**src/hw/rtl/iso22_pkg.sv**
```systemverilog
`default_nettype none

package iso22_pkg;

    localparam int unsigned MAX_ESCAPE_LEN = 4;
    localparam int unsigned RES_MAX        = 5;
    localparam int unsigned RES_CNT_W      = 3;
    localparam int unsigned CFG_INDEX_W    = 2;

    localparam logic [CFG_INDEX_W-1:0] CFG_VARIANT   = 2'd0;
    localparam logic [CFG_INDEX_W-1:0] CFG_EIGHT_BIT = 2'd1;

    localparam logic VARIANT_JP = 1'b0;
    localparam logic VARIANT_KR = 1'b1;

    localparam logic [1:0] KIND_CHAR = 2'd0;
    localparam logic [1:0] KIND_ERR  = 2'd1;
    localparam logic [1:0] KIND_DBCS = 2'd2;

    localparam logic ACT_DESIG  = 1'b0;
    localparam logic ACT_SELECT = 1'b1;

    localparam logic [1:0] CS_SI    = 2'd0;
    localparam logic [1:0] CS_SO    = 2'd1;
    localparam logic [1:0] CS_SI_GR = 2'd2;

    localparam logic [7:0] BYTE_ESC = 8'h1B;
    localparam logic [7:0] BYTE_SO  = 8'h0E;
    localparam logic [7:0] BYTE_SI  = 8'h0F;
    localparam logic [7:0] BYTE_SPACE   = 8'h21;
    localparam logic [7:0] BYTE_DEL     = 8'h7E;
    localparam logic [7:0] BYTE_GR_LOW  = 8'hA0;

    localparam logic [15:0] JIS_YEN_IN      = 16'h005C;
    localparam logic [15:0] JIS_YEN_OUT     = 16'h00A5;
    localparam logic [15:0] JIS_OVERLINE_IN = 16'h007E;
    localparam logic [15:0] JIS_OVERLINE_OUT = 16'h203E;

    typedef struct packed {
        logic [2:0]      len;
        logic            act;
        logic [1:0]      cont;
        logic [1:0]      set;
        logic [3:0][7:0] seq;
    } esc_t;

    typedef struct packed {
        logic [1:0]  kind;
        logic [15:0] value;
        logic [1:0]  sub_set;
    } res_t;

    typedef struct packed {
        res_t [RES_MAX-1:0]   items;
        logic [RES_CNT_W-1:0] count;
    } res_list_t;

    function automatic esc_t esc_lookup(input logic variant, input logic [1:0] idx);
        esc_t e;
        e = '0;
        case ({variant, idx})
            3'b000: e = '{len: 3'd3, act: ACT_DESIG, cont: 2'd0, set: 2'd2,
                          seq: {8'h00, 8'h40, 8'h24, BYTE_ESC}};
            3'b001: e = '{len: 3'd3, act: ACT_DESIG, cont: 2'd0, set: 2'd2,
                          seq: {8'h00, 8'h42, 8'h24, BYTE_ESC}};
            3'b010: e = '{len: 3'd3, act: ACT_DESIG, cont: 2'd0, set: 2'd0,
                          seq: {8'h00, 8'h42, 8'h28, BYTE_ESC}};
            3'b011: e = '{len: 3'd3, act: ACT_DESIG, cont: 2'd0, set: 2'd1,
                          seq: {8'h00, 8'h4A, 8'h28, BYTE_ESC}};
            3'b100: e = '{len: 3'd1, act: ACT_SELECT, cont: 2'd1, set: 2'd0,
                          seq: {8'h00, 8'h00, 8'h00, BYTE_SO}};
            3'b101: e = '{len: 3'd1, act: ACT_SELECT, cont: 2'd0, set: 2'd0,
                          seq: {8'h00, 8'h00, 8'h00, BYTE_SI}};
            3'b110: e = '{len: 3'd4, act: ACT_DESIG, cont: 2'd1, set: 2'd1,
                          seq: {8'h43, 8'h29, 8'h24, BYTE_ESC}};
            default: e = '0;
        endcase
        return e;
    endfunction

    function automatic logic [1:0] set_bytes(input logic variant, input logic [1:0] sub);
        logic [1:0] n;
        n = 2'd0;
        case ({variant, sub})
            3'b000: n = 2'd1;
            3'b001: n = 2'd1;
            3'b010: n = 2'd2;
            3'b100: n = 2'd1;
            3'b101: n = 2'd2;
            default: n = 2'd0;
        endcase
        return n;
    endfunction

endpackage

`default_nettype wire

```
**src/hw/rtl/iso2022_subset_decoder.sv**
```systemverilog
// path to first result: input register, then result buffer (a full buffer stalls)
// throughput: one byte per cycle while the buffer is free; a byte with k results
// holds it until all are taken; one with none (escape in progress) leaves it free
// reset: aresetn synchronous active low, clears decoder state and config to ISO-2022-JP
`default_nettype none

module iso2022_subset_decoder
    import iso22_pkg::*;
(
    input  wire logic                   aclk,
    input  wire logic                   aresetn,
    input  wire logic                   s_tvalid,
    output logic                        s_tready,
    input  wire logic [7:0]             s_tdata,    // in_byte
    output logic                        m_tvalid,
    input  wire logic                   m_tready,
    output logic [15:0]                 m_tdata,    // value
    output logic [3:0]                  m_tuser,    // kind, sub_set
    output logic                        m_tlast,
    input  wire logic                   cfg_valid,
    output logic                        cfg_ready,
    input  wire logic [CFG_INDEX_W-1:0] cfg_index,
    input  wire logic                   cfg_data
);

    logic       variant_reg;
    logic       eight_bit_reg;
    logic       in_valid_reg;
    logic [7:0] in_byte_reg;
    logic       buf_free;
    logic       load;
    res_list_t  res_list;

    assign cfg_ready = 1'b1;
    assign load      = in_valid_reg && buf_free;
    assign s_tready  = !in_valid_reg || load;

    always_ff @(posedge aclk) begin
        if (!aresetn) begin
            variant_reg   <= VARIANT_JP;
            eight_bit_reg <= 1'b0;
        end else if (cfg_valid && cfg_ready) begin
            case (cfg_index)
                CFG_VARIANT:   variant_reg   <= cfg_data;
                CFG_EIGHT_BIT: eight_bit_reg <= cfg_data;
                default: ;
            endcase
        end
    end

    always_ff @(posedge aclk) begin
        if (!aresetn) begin
            in_valid_reg <= 1'b0;
        end else if (s_tvalid && s_tready) begin
            in_valid_reg <= 1'b1;
        end else if (load) begin
            in_valid_reg <= 1'b0;
        end
    end

    always_ff @(posedge aclk) begin
        if (s_tvalid && s_tready) begin
            in_byte_reg <= s_tdata;
        end
    end

    iso22_decode u_decode (
        .aclk           (aclk),
        .aresetn        (aresetn),
        .variant        (variant_reg),
        .eight_bit_mode (eight_bit_reg),
        .step           (load),
        .in_byte        (in_byte_reg),
        .res_list       (res_list)
    );

    iso22_outbuf u_outbuf (
        .aclk     (aclk),
        .aresetn  (aresetn),
        .load     (load),
        .res_list (res_list),
        .free     (buf_free),
        .m_tvalid (m_tvalid),
        .m_tready (m_tready),
        .m_tdata  (m_tdata),
        .m_tuser  (m_tuser),
        .m_tlast  (m_tlast)
    );

endmodule

`default_nettype wire

```
**src/hw/rtl/iso22_decode.sv**
```systemverilog
`default_nettype none

module iso22_decode
    import iso22_pkg::*;
(
    input  wire logic      aclk,
    input  wire logic      aresetn,
    input  wire logic      variant,
    input  wire logic      eight_bit_mode,
    input  wire logic      step,
    input  wire logic [7:0] in_byte,
    output res_list_t      res_list
);

    logic [1:0]      esc_idx_reg, esc_idx_next;
    logic [2:0]      esc_cnt_reg, esc_cnt_next;
    logic            started_reg;
    logic [1:0]      cont_sel_reg, cont_sel_next;
    logic [1:0]      char_cnt_reg, char_cnt_next;
    logic [15:0]     char_acc_reg, char_acc_next;
    logic [3:0][1:0] desig_reg, desig_next;

    logic [1:0]      cs, cs_w, cont, sub, need;
    logic [1:0]      cbc, cbc_w;
    logic [15:0]     acc, acc_w, chr, uval;
    logic [3:0][1:0] dsg;
    logic [2:0]      len;
    logic [2:0]      n;
    logic [2:0]      k;
    esc_t            ref_e, hit_e;
    logic            hit;
    logic [1:0]      hit_i;
    logic            esc_path, ctrl_byte;
    res_list_t       list;

    function automatic logic esc_hit(input logic v, input logic [1:0] i, input esc_t r,
                                     input logic [2:0] cnt, input logic [7:0] b);
        esc_t e;
        logic ok;
        e  = esc_lookup(v, i);
        ok = (e.len <= 3'(MAX_ESCAPE_LEN)) && (e.len > cnt);
        for (int j = 0; j < 4; j++) begin
            if ((3'(j) < cnt) && (e.seq[j] != r.seq[j])) begin
                ok = 1'b0;
            end
        end
        if (e.seq[cnt[1:0]] != b) begin
            ok = 1'b0;
        end
        return ok;
    endfunction

    always_comb begin
        cs  = started_reg ? cont_sel_reg : CS_SI;
        cbc = started_reg ? char_cnt_reg : 2'd0;
        acc = started_reg ? char_acc_reg : 16'd0;
        for (int d = 0; d < 4; d++) begin
            if (started_reg) begin
                dsg[d] = desig_reg[d];
            end else begin
                dsg[d] = (variant == VARIANT_KR && d == 1) ? 2'd1 : 2'd0;
            end
        end

        esc_idx_next  = esc_idx_reg;
        esc_cnt_next  = esc_cnt_reg;
        cont_sel_next = cs;
        char_cnt_next = cbc;
        char_acc_next = acc;
        desig_next    = dsg;
        list          = '0;
        k             = '0;

        n     = esc_cnt_reg;
        ref_e = esc_lookup(variant, esc_idx_reg);
        hit   = 1'b0;
        hit_i = 2'd0;
        for (int i = 3; i >= 0; i--) begin
            if (esc_hit(variant, 2'(i), ref_e, n, in_byte)) begin
                hit   = 1'b1;
                hit_i = 2'(i);
            end
        end
        hit_e = esc_lookup(variant, hit_i);

        esc_path  = (esc_cnt_reg != 3'd0) || (in_byte == BYTE_SO) ||
                    (in_byte == BYTE_SI) || (in_byte == BYTE_ESC);
        ctrl_byte = (in_byte < BYTE_SPACE) ||
                    ((in_byte > BYTE_DEL) && (!eight_bit_mode || in_byte < BYTE_GR_LOW));

        cs_w  = cs;
        cbc_w = cbc;
        acc_w = acc;
        chr   = '0;
        len   = '0;
        cont  = '0;
        sub   = '0;
        need  = '0;
        uval  = '0;

        if (esc_path) begin
            if (cbc != 2'd0) begin
                list.items[k] = '{kind: KIND_ERR, value: 16'd0, sub_set: 2'd0};
                k             = k + 3'd1;
                char_cnt_next = 2'd0;
                char_acc_next = 16'd0;
                cont_sel_next = {1'b0, cs[0]};
            end
            if (!hit) begin
                for (int j = 0; j < 4; j++) begin
                    if (3'(j) < n) begin
                        list.items[k] = '{kind: KIND_CHAR, value: {8'd0, ref_e.seq[j]},
                                          sub_set: 2'd0};
                        k             = k + 3'd1;
                    end
                end
                list.items[k] = '{kind: KIND_CHAR, value: {8'd0, in_byte}, sub_set: 2'd0};
                k             = k + 3'd1;
                esc_cnt_next  = 3'd0;
                esc_idx_next  = 2'd0;
            end else if ((n + 3'd1) == hit_e.len) begin
                esc_cnt_next = 3'd0;
                esc_idx_next = 2'd0;
                if (hit_e.act == ACT_SELECT) begin
                    cont_sel_next = {1'b0, hit_e.cont[0]};
                end else begin
                    desig_next[hit_e.cont] = hit_e.set;
                end
            end else begin
                esc_idx_next = hit_i;
                esc_cnt_next = n + 3'd1;
            end
        end else if (ctrl_byte) begin
            if (cbc != 2'd0) begin
                list.items[k] = '{kind: KIND_ERR, value: 16'd0, sub_set: 2'd0};
                k             = k + 3'd1;
                char_cnt_next = 2'd0;
                char_acc_next = 16'd0;
                cont_sel_next = {1'b0, cs[0]};
            end
            list.items[k] = '{kind: KIND_CHAR, value: {8'd0, in_byte}, sub_set: 2'd0};
            k             = k + 3'd1;
        end else begin
            if (eight_bit_mode) begin
                if ((cs == CS_SI_GR && !in_byte[7]) ||
                    (cs != CS_SI && cs != CS_SI_GR && in_byte[7])) begin
                    list.items[k] = '{kind: KIND_ERR, value: 16'd0, sub_set: 2'd0};
                    k             = k + 3'd1;
                    cbc_w         = 2'd0;
                    acc_w         = 16'd0;
                    cs_w          = {1'b0, cs[0]};
                end
                if (cs == CS_SI && in_byte[7]) begin
                    cs_w = cs_w | CS_SI_GR;
                end
            end
            chr  = {acc_w[7:0], 1'b0, in_byte[6:0]};
            len  = {1'b0, cbc_w} + 3'd1;
            cont = (cs_w > 2'd1) ? (cs_w >> 1) : cs_w;
            sub  = dsg[cont];
            need = set_bytes(variant, sub);
            uval = chr;
            if (variant == VARIANT_JP && sub == 2'd1) begin
                if (chr == JIS_YEN_IN) begin
                    uval = JIS_YEN_OUT;
                end else if (chr == JIS_OVERLINE_IN) begin
                    uval = JIS_OVERLINE_OUT;
                end
            end
            if (len >= {1'b0, need}) begin
                if (need == 2'd0) begin
                    list.items[k] = '{kind: KIND_ERR, value: 16'd0, sub_set: 2'd0};
                end else if (need == 2'd2) begin
                    list.items[k] = '{kind: KIND_DBCS, value: chr, sub_set: sub};
                end else begin
                    list.items[k] = '{kind: KIND_CHAR, value: uval, sub_set: sub};
                end
                k             = k + 3'd1;
                char_acc_next = 16'd0;
                char_cnt_next = 2'd0;
                cont_sel_next = {1'b0, cs_w[0]};
            end else begin
                char_acc_next = chr;
                char_cnt_next = len[1:0];
                cont_sel_next = cs_w;
            end
        end
        list.count = k;
    end

    assign res_list = list;

    always_ff @(posedge aclk) begin
        if (!aresetn) begin
            esc_idx_reg  <= '0;
            esc_cnt_reg  <= '0;
            started_reg  <= 1'b0;
            cont_sel_reg <= CS_SI;
            char_cnt_reg <= '0;
            char_acc_reg <= '0;
            desig_reg    <= '0;
        end else if (step) begin
            esc_idx_reg  <= esc_idx_next;
            esc_cnt_reg  <= esc_cnt_next;
            started_reg  <= 1'b1;
            cont_sel_reg <= cont_sel_next;
            char_cnt_reg <= char_cnt_next;
            char_acc_reg <= char_acc_next;
            desig_reg    <= desig_next;
        end
    end

`ifndef NO_ASSERTIONS
    a_esc_cnt_bound: assert property (@(posedge aclk) disable iff (!aresetn)
        esc_cnt_reg <= 3'd3)
        else $error("escape prefix longer than any table entry");

    a_char_cnt_bound: assert property (@(posedge aclk) disable iff (!aresetn)
        char_cnt_reg <= 2'd1)
        else $error("partial character holds more than one byte");

    a_acc_clear: assert property (@(posedge aclk) disable iff (!aresetn)
        (char_cnt_reg == 2'd0) |-> (char_acc_reg == 16'd0))
        else $error("stale accumulator with no partial character");
`endif

endmodule

`default_nettype wire

```
**src/hw/rtl/iso22_outbuf.sv**
```systemverilog
`default_nettype none

module iso22_outbuf
    import iso22_pkg::*;
(
    input  wire logic        aclk,
    input  wire logic        aresetn,
    input  wire logic        load,
    input  wire res_list_t   res_list,
    output logic             free,
    output logic             m_tvalid,
    input  wire logic        m_tready,
    output logic [15:0]      m_tdata,   // value
    output logic [3:0]       m_tuser,   // kind, sub_set
    output logic             m_tlast
);

    res_t [RES_MAX-1:0]   items_reg;
    logic [RES_CNT_W-1:0] count_reg;
    logic [RES_CNT_W-1:0] idx_reg;
    logic                 pop;
    logic                 at_last;
    res_t                 cur;

    assign at_last  = (idx_reg == (count_reg - 3'd1));
    assign m_tvalid = (count_reg != '0);
    assign pop      = m_tvalid && m_tready;
    assign free     = !m_tvalid || (pop && at_last);
    assign cur      = items_reg[idx_reg];
    assign m_tdata  = cur.value;
    assign m_tuser  = {cur.sub_set, cur.kind};
    assign m_tlast  = at_last;

    always_ff @(posedge aclk) begin
        if (load) begin
            items_reg <= res_list.items;
        end
    end

    always_ff @(posedge aclk) begin
        if (!aresetn) begin
            count_reg <= '0;
            idx_reg   <= '0;
        end else if (load) begin
            count_reg <= res_list.count;
            idx_reg   <= '0;
        end else if (pop) begin
            if (at_last) begin
                count_reg <= '0;
                idx_reg   <= '0;
            end else begin
                idx_reg <= idx_reg + 3'd1;
            end
        end
    end

`ifndef NO_ASSERTIONS
    a_idx_in_range: assert property (@(posedge aclk) disable iff (!aresetn)
        m_tvalid |-> (idx_reg < count_reg))
        else $error("read index past the buffered results");

    a_count_bound: assert property (@(posedge aclk) disable iff (!aresetn)
        count_reg <= 3'(RES_MAX))
        else $error("result count beyond buffer depth");
`endif

endmodule

`default_nettype wire

```
**config.mk**
```make
export PLATFORM = sky130hd
export DESIGN_NAME = iso2022_subset_decoder
export DESIGN_NICKNAME = d
export VERILOG_FILES = /design/src/hw/rtl/iso22_pkg.sv /design/src/hw/rtl/iso2022_subset_decoder.sv /design/src/hw/rtl/iso22_decode.sv /design/src/hw/rtl/iso22_outbuf.sv
export SDC_FILE = /design/constraint.sdc
export NUM_CORES = 1
export LEC_CHECK = 0
export ABC_AREA = 1
export ABC_CLOCK_PERIOD_IN_PS = 11120
export BUFFER_PORTS_ARGS = -buffer_cell sky130_fd_sc_hd__buf_2
export CAP_MARGIN = 5
export CORE_UTILIZATION = 35
export DETAILED_ROUTE_END_ITERATION = 12
export SLEW_MARGIN = 15
export SYNTH_ARGS = -nofsm -noshare
export SYNTH_HDL_FRONTEND = slang
export SYNTH_SLANG_ARGS = --single-unit
```
**constraint.sdc**
```tcl
create_clock -name aclk -period 11.12 [get_ports aclk]
set_input_delay 2.224 -clock aclk [delete_from_list [all_inputs] [get_ports aclk]]
set_output_delay 2.224 -clock aclk [all_outputs]
set_load 0.1 [all_outputs]
```
# [Word-level counts from Yosys, hierarchy flattened]
# Index checks and enable logic that the tools add are counted.
[totals] output_inout_bits=24 register_bits=151 in_bits=16 word_cells=381
[classes] addsub=11 n_eq_ne=48 reduce_logical=70 order_cmp=36 bitwise=5 muxes=180
[op_table] op="$mux W100" n=18
[op_table] op="$bwmux W100" n=8
[op_table] op="$demux W20 S3" n=7
[op_table] op="$mux W20" n=14
[op_table] op="$pmux W40 S7" n=1
[op_table] op="$pmux W40 S2" n=3
[op_table] op="$pmux W31 S7" n=1
[op_table] op="$mux W16" n=10
[op_table] op="$ne A8 B8 Y1" n=16
[op_table] op="$mux W8" n=12
[op_table] op="$and A19 B95 Y95" n=1
[op_table] op="$not A95 Y95" n=1
[op_table] op="$mux W3" n=28
[op_table] op="$mux W2" n=37
[op_table] op="$bmux W8 S2" n=4
[op_table] op="$bmux W20 S3" n=1
[op_table] op="$mux W39" n=1
[op_table] op="$logic_and A1 B1 Y1" n=38
[op_table] op="$mux W19" n=2
[op_table] op="$lt A3 B4 Y1 const B" n=8
[op_table] op="$ne A8 B7 Y1" n=4
[op_table] op="$eq A15 B7 Y1 const B" n=2
[op_table] op="$mux W1" n=29
[op_table] op="$add A3 B1 Y3 const B" n=9
[op_table] op="other kinds (40)" n=95

# [Logic depth before layout (Yosys ltp)]
# Gate-level depths: netlist of run 1.
[depth] word_depth=34 depth_mapped=24

# [Hierarchy]
# A second synthesis of run 1 with hierarchy kept.
[hier_totals] cells_unflattened=1238 hier_area_um2=9516.6
[modules_own_cells] module="iso22_decode" instances=1 cells_each=843 area_per_inst_um2=4794.6 seq_area_each_um2=440.4
[modules_own_cells] module="iso22_outbuf" instances=1 cells_each=362 area_per_inst_um2=4321.6 seq_area_each_um2=3123.0
[modules_own_cells] module="iso2022_subset_decoder" instances=1 cells_each=33 area_per_inst_um2=400.4 seq_area_each_um2=300.3

# [Worst setup path after synthesis of run 1]
# Ideal clock, no wire load.
[synth_timing] kind="input -> output" startpoint="input port m_tready" endpoint="output port s_tready" n_path_buf=0 path_stages=6 required_ps=8896 arrival_time_ps=3419 slack_ps=5477 path_cell_list="nand2_1 -> nor2_1 -> inv_2 -> nand2_1 -> inv_1 -> nand2_1"
[synth_via] elab_chain_len=5
[synth_lines] item="start: declaration" line_no="iso2022_subset_decoder.sv:16" source="input wire logic m_tready,"
[synth_lines] item="$logic_and A1 B1 Y1" line_no="iso22_outbuf.sv:27" source="assign pop = m_tvalid && m_tready;"
[synth_lines] item="$logic_and A1 B1 Y1" line_no="iso22_outbuf.sv:28" source="assign free = !m_tvalid || (pop && at_last);"
[synth_lines] item="$logic_or A1 B1 Y1" line_no="iso22_outbuf.sv:28"
[synth_lines] item="$logic_and A1 B1 Y1" line_no="iso2022_subset_decoder.sv:35" source="assign load = in_valid_reg && buf_free;"
[synth_lines] item="$logic_or A1 B1 Y1" line_no="iso2022_subset_decoder.sv:36" source="assign s_tready = !in_valid_reg || load;"
[synth_lines] item="end: declaration" line_no="iso2022_subset_decoder.sv:13" source="output logic s_tready,"
# Every way passes these cells.

# [Worst setup path in the final report of run 1]
# Ends and elaborated chain as after synthesis.

==> results.txt, run 1 <==
----------------------------------------------------
[Status]
  Run status ... complete, no violations

[Global routing]
  Pin count of the biggest net entering global routing ... 87
  Total routing resource utilization after global routing ... 0.202
  Residual overflow from global routing ... 0
  Via count of the first global-routing pass ... 6390
  Antenna violations before repair ... 0
  Wire length of the first global-routing pass ... 34300 um

[Clock network]
  Hold buffer count at cts ... 0
  Maximum buffer depth of the clock tree ... 2
  Clock-pin slew on the worst setup and hold paths ... 0.07 ns
  Quantity of gates resized following cts ... 0
  Post-CTS setup repair buffer count ... 0
  Total clock buffers created by CTS ... 9
  CTS tree ... built
  H-tree levels ... 3
  CTS sink count ... 103
  Root Buffer Master ... clkbuf_16
  Clock Latency Late Sink ... 0.36 ns

[Die]
  Initial core utilization ... 0.361
  Core area ... 20500 um2
  Die span in x ... 147 um
  IO Pins ... 40
  Die Footprint ... 21700 um2
  Vertical die dimension ... 147 um
  Site row count ... 52

[Layout]
  Syn-to-layout area delta ... 9.07%
  Flip-flop count of the largest register, all copies and words added ... 64
  Inserted Diodes ... 0
  Core utilization of the finished layout ... 0.394
  Post-layout instance count excluding filler cells ... 1300
  Most frequent cells in the layout ... nand2_1, nor2_1, inv_1
  Filler Cell Count ... 2191
  Fin nets ... 1065
  Layout cells sized above 1 ... 0.118
  Most common library cell in the layout ignoring fill and taps ... nand2_1

[Yosys]
  Number of synthesized register bits ... 103
  Area share of the largest cell type after synthesis ... 0.292
  Number of warnings reported in the yosys synthesis log ... 0
  Combined area of all synthesized cells ... 7400 um2
  Post-synthesis cell type count ... 58
  Post-synthesis cell type with the largest combined area ... edfxtp_1
  Cells taking the most area after synthesis ... edfxtp_1, nand2_1, dfxtp_1
  Post-Synthesis Mean Instance Area ... 7.34 um2
  Post-synthesis sequential area ratio ... 0.376
  Synth Instances ... 1009
  EDFF count, synth ... 72
  Predominant post-synthesis flop cell ... edfxtp_1
  Async set-or-reset flop fraction in the synthesized netlist ... 0

[Drt]
  Met3 WL ... 1630 um
  Met2 WL post-DR ... 9290 um
  Highest metal used ... met4
  Routed wire length ... 21400 um
  Wl on met1 ... 10000 um
  Detail Route Antenna Nets ... 0
  Residual DRC ... 0
  Router iterations before antenna repair ... 7
  WL per Instance ... 16.5 um
  Routed vias ... 6967
  Via count normalized by instance count ... 5.36
  First-iteration detailed-routing DRC count ... 573

[Timing]
  Final min period ... 5.80 ns
  Slew Limit Headroom ... 0.338
  Hold Violations, Final ... 0
  Final critical-path share of the clock period ... 0.522
  Highest attainable clock frequency ... 172 MHz
  Setup violators final ... 0
  Final setup skew ... 0.0111 ns
  RSZ-0062 raised after global routing ... false
  Final Max Slew Viols ... 0
  TNS Setup ... 0 ns
  Slew at the pin closest to its max-slew limit ... 0.993 ns

[Critical path]
  Startpoint type of the worst setup path ... input pin
  Worst Path Required ... 8.90 ns
  Class of the most critical setup path ... in -> out
  Maximum fanout along the worst path ... 5
  Nature of the critical path endpoint ... output port
  Critical path data arrival time ... 3.58 ns

[Flow run]
  Number of max-capacitance violations reported ... 0

[Power and ir drop]
  Worst-case vdd ir drop ... 0.0000694 V
  Power density over cell area ... 121 nW/um2
  Total power after layout ... 0.976 mW
  Reported leakage power ... 3.34 nW

[Placement]
  Port buffer count ... 38
  DP Wirelength ... 15600 um
  Gpl congestion ... 0.929
  Post-Place Cells ... 1284

[Min path]
  Worst Hold Class ... reg -> reg

----------------------------------------------------
## final cells by class
type / instances / area (um2) / share of cell area
multi-input cells: 740 / 3940 / 0.487
flip-flops and latches: 103 / 2780 / 0.345
inverters: 130 / 488 / 0.0604
well taps: 270 / 338 / 0.0418
clock buffers: 9 / 225 / 0.0279
repair buffers: 41 / 213 / 0.0263
clock inverters: 7 / 95.1 / 0.0118
## worst max-delay path: stages
cell and delay (ns):
buf_2 0.07, nand2_1 0.11, nor2_1 0.34, inv_2 0.08, nand2_1 0.12, inv_1 0.09
nand2_1 0.10, buf_2 0.43
## power by group
part	switching [mW]	internal, mW	total [mW]
registers	0.0151	0.434	0.449
clock network	0.157	0.182	0.339
logic	0.150	0.0383	0.188
total	0.322	0.654	0.976
## cells in the mapped netlist, types with 4 or more instances
master    count
nand2_1     216
nor2_1      131
inv_1       109
o21ai_0      84
edfxtp_1     72
nand3_1      49
a21oi_1      47
dfxtp_1      31
ha_1         22
nor3_1       20
inv_2        19
clkbuf_1     16
nand4_1      16
buf_2        14
a31oi_1      13
nand2_2      13
nor2_4       13
o22ai_1      13
a32o_1        7
o211ai_1      7
o21ai_1       7
o221ai_1      7
buf_4         6
a221o_1       5
xor2_1        5
a22oi_1       4
nor4_1        4
o31ai_1       4
o32ai_1       4
or2_2         4
## metal layers
layer	global-route usage	vias up
met2	0.305	270
met5	0	-
met4	0.0737	0
met1	0.286	3217
li1	-	3439
met3	0.0404	41
## final timing paths
kind,end,slack [ns],start,cells past startpoint
hold / removal,u_decode.desig_reg[1],0.46,u_decode.desig_reg[1],2
setup / recovery,s_tready,5.32,m_tready,8
setup reg to reg,u_outbuf.items_reg[3],6.33,u_decode.started_reg,18
hold reg to reg,u_decode.desig_reg[1],0.46,u_decode.desig_reg[1],2
## per-stage QoR
stage          hold slack (ns)  setup WS [ns]  area, um2
6_report                 0.458           5.32       8080
3_3_place_gp             0.436           5.36       7760
5_1_grt                  0.486           5.21       8080
4_1_cts                  0.459           5.36       8080
3_5_place_dp             0.443           5.36       7760
2_1_floorplan            0.419           5.48       7430
## cell families after synthesis
logic type / synth area share
simple gates: 0.293
compound gates: 0.179
buf+inv: 0.0965
flops: 0.376
fa+ha+maj: 0.0426
xor+xnor: 0.0117
other cells: 0.00101
No activity file was read; power rests on OpenSTA's default activity.
==> run 2, diff against run 1 <==
- ABC_AREA: 1 -> 0
- ABC_CLOCK_PERIOD_IN_PS: 11120 -> 5210
- clock period: 11.12 -> 5.21 ns (I/O delays scaled with it)
==> run 2 against run 1 <==
Effect of this change:
- first-iteration DRC count grew 8.0%
- clock skew barely moved
- sequential cell count did not move
- hold slack lost 0.016 ns
- utilization is 0.43 points higher
- global-route usage is 0.21 points higher
- cell count shrank 15%
- sequential power rose by 110%
- non-clock buffer count grew 16
- highest routed layer unchanged
- clock power is 110% higher
- power is 96% higher
==> results.txt, run 2 <==
----------------------------------------------------
[Yosys]
  Commonest cells post-synth ... nor2_1, a21oi_1, nand2_1, edfxtp_1, clkbuf_1
  Post-synthesis cell type with the largest combined area ... edfxtp_1
  Number of warnings reported in the yosys synthesis log ... 0
  Post-synthesis sequential area ratio ... 0.395
  Number of synthesized register bits ... 103
  Predominant post-synthesis flop cell ... edfxtp_1
  Post-Synthesis Mean Instance Area ... 8.64 um2
  Area share of the largest cell type after synthesis ... 0.307
  Count leader, synth ... nor2_1
  Async set-or-reset flop fraction in the synthesized netlist ... 0
  Synth Instances ... 815
  Combined area of all synthesized cells ... 7040 um2
  Post-synthesis cell type count ... 83
  Cells taking the most area after synthesis ... edfxtp_1, dfxtp_1, a21oi_1
  EDFF count, synth ... 72

[Timing]
  Highest attainable clock frequency ... 214 MHz
  RSZ-0062 raised after global routing ... false
  Final critical-path share of the clock period ... 0.899
  Final Max Slew Viols ... 0
  Slew at the pin closest to its max-slew limit ... 1.03 ns
  Final setup skew ... 0.0114 ns
  Final min period ... 4.68 ns
  TNS Setup ... 0 ns
  Slew Limit Headroom ... 0.307
  Setup violators final ... 0
  Hold Violations, Final ... 0

[Critical path]
  Maximum fanout along the worst path ... 10
  Nature of the critical path endpoint ... flip-flop
  Cell occurring most often along the worst timing path ... nand2_1
  Delay of the slowest cell on the worst path ... 0.49 ns
  Flop2flop setup slack ... 0.53 ns
  Worst path slowest cell ... nor2_1
  Reg2Reg Launch Point ... u_decode.esc_cnt_reg[1]
  Worst reg2reg endpoint ... u_outbuf.items_reg[87]
  Worst Path Required ... 5.32 ns
  Logic depth of the worst register-to-register path ... 19
  Startpoint type of the worst setup path ... flip-flop
  Class of the most critical setup path ... reg -> reg
  List of cells traversed by the critical path ... nor2_1, nand2_1, inv_1, ha_1, nand2_1, o21a_1, ha_1, nand2_1, a21oi_1, a221oi_1, inv_1, ha_1, xor2_1, o21ai_0, nand2_1, nor2_1, nor3_1, a21oi_1, nor2_1
  Critical path data arrival time ... 4.79 ns

[Global routing]
  Via count of the first global-routing pass ... 5794
  Met1 GRT Util ... 0.290
  Highest-utilization routing layer at the global route stage ... met2
  Wire length of the first global-routing pass ... 32000 um
  Residual overflow from global routing ... 0
  Routing usage on met2 ... 0.315
  Pin count of the biggest net entering global routing ... 44
  Met3 track utilization from global routing ... 0.0347
  Total routing resource utilization after global routing ... 0.204
  Antenna violations before repair ... 0

[Clock network]
  Hold buffer count at cts ... 0
  Clock-pin slew on the worst setup and hold paths ... 0.08 ns
  Total clock buffers created by CTS ... 9
  CTS tree ... built
  Root Buffer Master ... clkbuf_16
  CTS sink count ... 103
  Quantity of gates resized following cts ... 0
  Clock Latency Late Sink ... 0.36 ns
  Post-CTS setup repair buffer count ... 0
  Maximum buffer depth of the clock tree ... 2
  H-tree levels ... 3

[Power and ir drop]
  Share of power burned in the clock network ... 0.369
  Switching share of total power ... 0.293
  Flop pwr share ... 0.491
  Reported leakage power ... 2.80 nW
  Part of the total power dissipated in combinational logic ... 0.140
  NetSw ... 0.559 mW
  Power density over cell area ... 245 nW/um2
  Worst-case vdd ir drop ... 0.000197 V
  Design internal power ... 1.35 mW

[Drt]
  Detail Route Antenna Nets ... 0
  Routed vias ... 6191
  Via count normalized by instance count ... 5.60
  Residual DRC ... 0
  Router iterations before antenna repair ... 5
  WL per Instance ... 18.2 um
  Routed wire length ... 20200 um
  First-iteration detailed-routing DRC count ... 619

[Status]
  Run status ... complete, no violations

[Placement]
  Post-Place Cells ... 1089
  DP Wirelength ... 14400 um
  Port buffer count ... 38
  Post-Place Cell Area ... 7500 um2
  Gpl congestion ... 0.906

[Min path]
  Worst hold stages ... 2
  Worst Hold Launch ... u_decode.desig_reg[3]
  Worst Hold Path EP ... u_decode.desig_reg[3]
  Worst Hold Class ... reg -> reg

[Layout]
  Fin nets ... 875
  Syn-to-layout area delta ... 10.8%
  Most common library cell in the layout ignoring fill and taps ... nor2_1
  Post-layout instance count excluding filler cells ... 1105
  Flip-flop count of the largest register, all copies and words added ... 64
  Final design area excluding fillers ... 7800 um2
  Most frequent cells in the layout ... nor2_1, a21oi_1, nand2_1
  Layout cells sized above 1 ... 0.113
  Inserted Diodes ... 0

[Die]
  Die Footprint ... 20700 um2
  Site row count ... 51
  Vertical die dimension ... 144 um
  Initial core utilization ... 0.359
  IO Pins ... 40
  Core area ... 19600 um2
  Die span in x ... 144 um

[Flow run]
  Number of max-capacitance violations reported ... 0

----------------------------------------------------
==> run 2: final cells by class <==
type / count / area, um2
clock buffers: 10 / 229
inverters: 25 / 96.3
well taps: 265 / 332
flip-flops and latches: 103 / 2780
fillers: 2017 / 11800
multi-input cells: 639 / 3960
repair buffers: 57 / 333
clock inverters: 6 / 72.6
==> run 2: how the worst max path moves through the flow <==
stage | start | end | slack [ns] | depth (start not counted)
5_1_grt | u_decode.started_reg | u_outbuf.items_reg[67] | 0.08 | 20
4_1_cts | u_decode.started_reg | u_outbuf.items_reg[88] | 0.55 | 19
3_5_place_dp | u_decode.started_reg | u_outbuf.items_reg[88] | 0.59 | 19
6_report | u_decode.esc_cnt_reg[1] | u_outbuf.items_reg[87] | 0.53 | 19
3_3_place_gp | u_decode.started_reg | u_outbuf.items_reg[2] | 0.76 | 17
2_1_floorplan | u_outbuf.count_reg[0] | u_decode.desig_reg[1] | 0.68 | 12
==> run 2: through the flow <==
step                      total power, mW   util  worst slack, ns  hold slack (ns)
after global placement               1.22  0.383            0.763            0.428
after CTS                            1.93  0.398            0.552            0.447
after floorplan                      1.16      -            0.681            0.408
after global routing                 1.98  0.398           0.0785            0.484
after detailed placement             1.22  0.383            0.589            0.435
final                                1.91  0.398            0.528            0.442
==> run 2: power groups by stage <==
stage | clock (mW) | sequential (mW) | combinational, mW
finish | 0.705 | 0.939 | 0.267
global route | 0.751 | 0.942 | 0.286
CTS | 0.724 | 0.939 | 0.267
detailed placement | 0 | 0.958 | 0.266
global placement | 0 | 0.957 | 0.264
floorplan | 0 | 0.936 | 0.221
==> run 2: cell families after synthesis <==
logic type      synth area share
buf+inv                   0.0476
fa+ha+maj                 0.0448
xor+xnor                  0.0311
compound gates             0.204
flops                      0.395
other cells              0.00107
mux                       0.0428
simple gates               0.233
==> run 2: metal layers <==
layer,vias up,routed length (um)
met2,250,8950
met3,23,1450
met1,2888,9460
met4,0,283
met5,-,0
li1,3030,-
==> run 2: worst max-delay path: cells and delay by family, from the launching register on <==
kind                     cells  cell delay (ns)
buffers and inverters        2             0.23
AND/OR/NAND/NOR              8             1.69
flip-flops                   1             0.32
XOR/XNOR                     1             0.15
adder cells (fa/ha/maj)      3             0.78
AO/OA/AOI/OAI                5             1.24
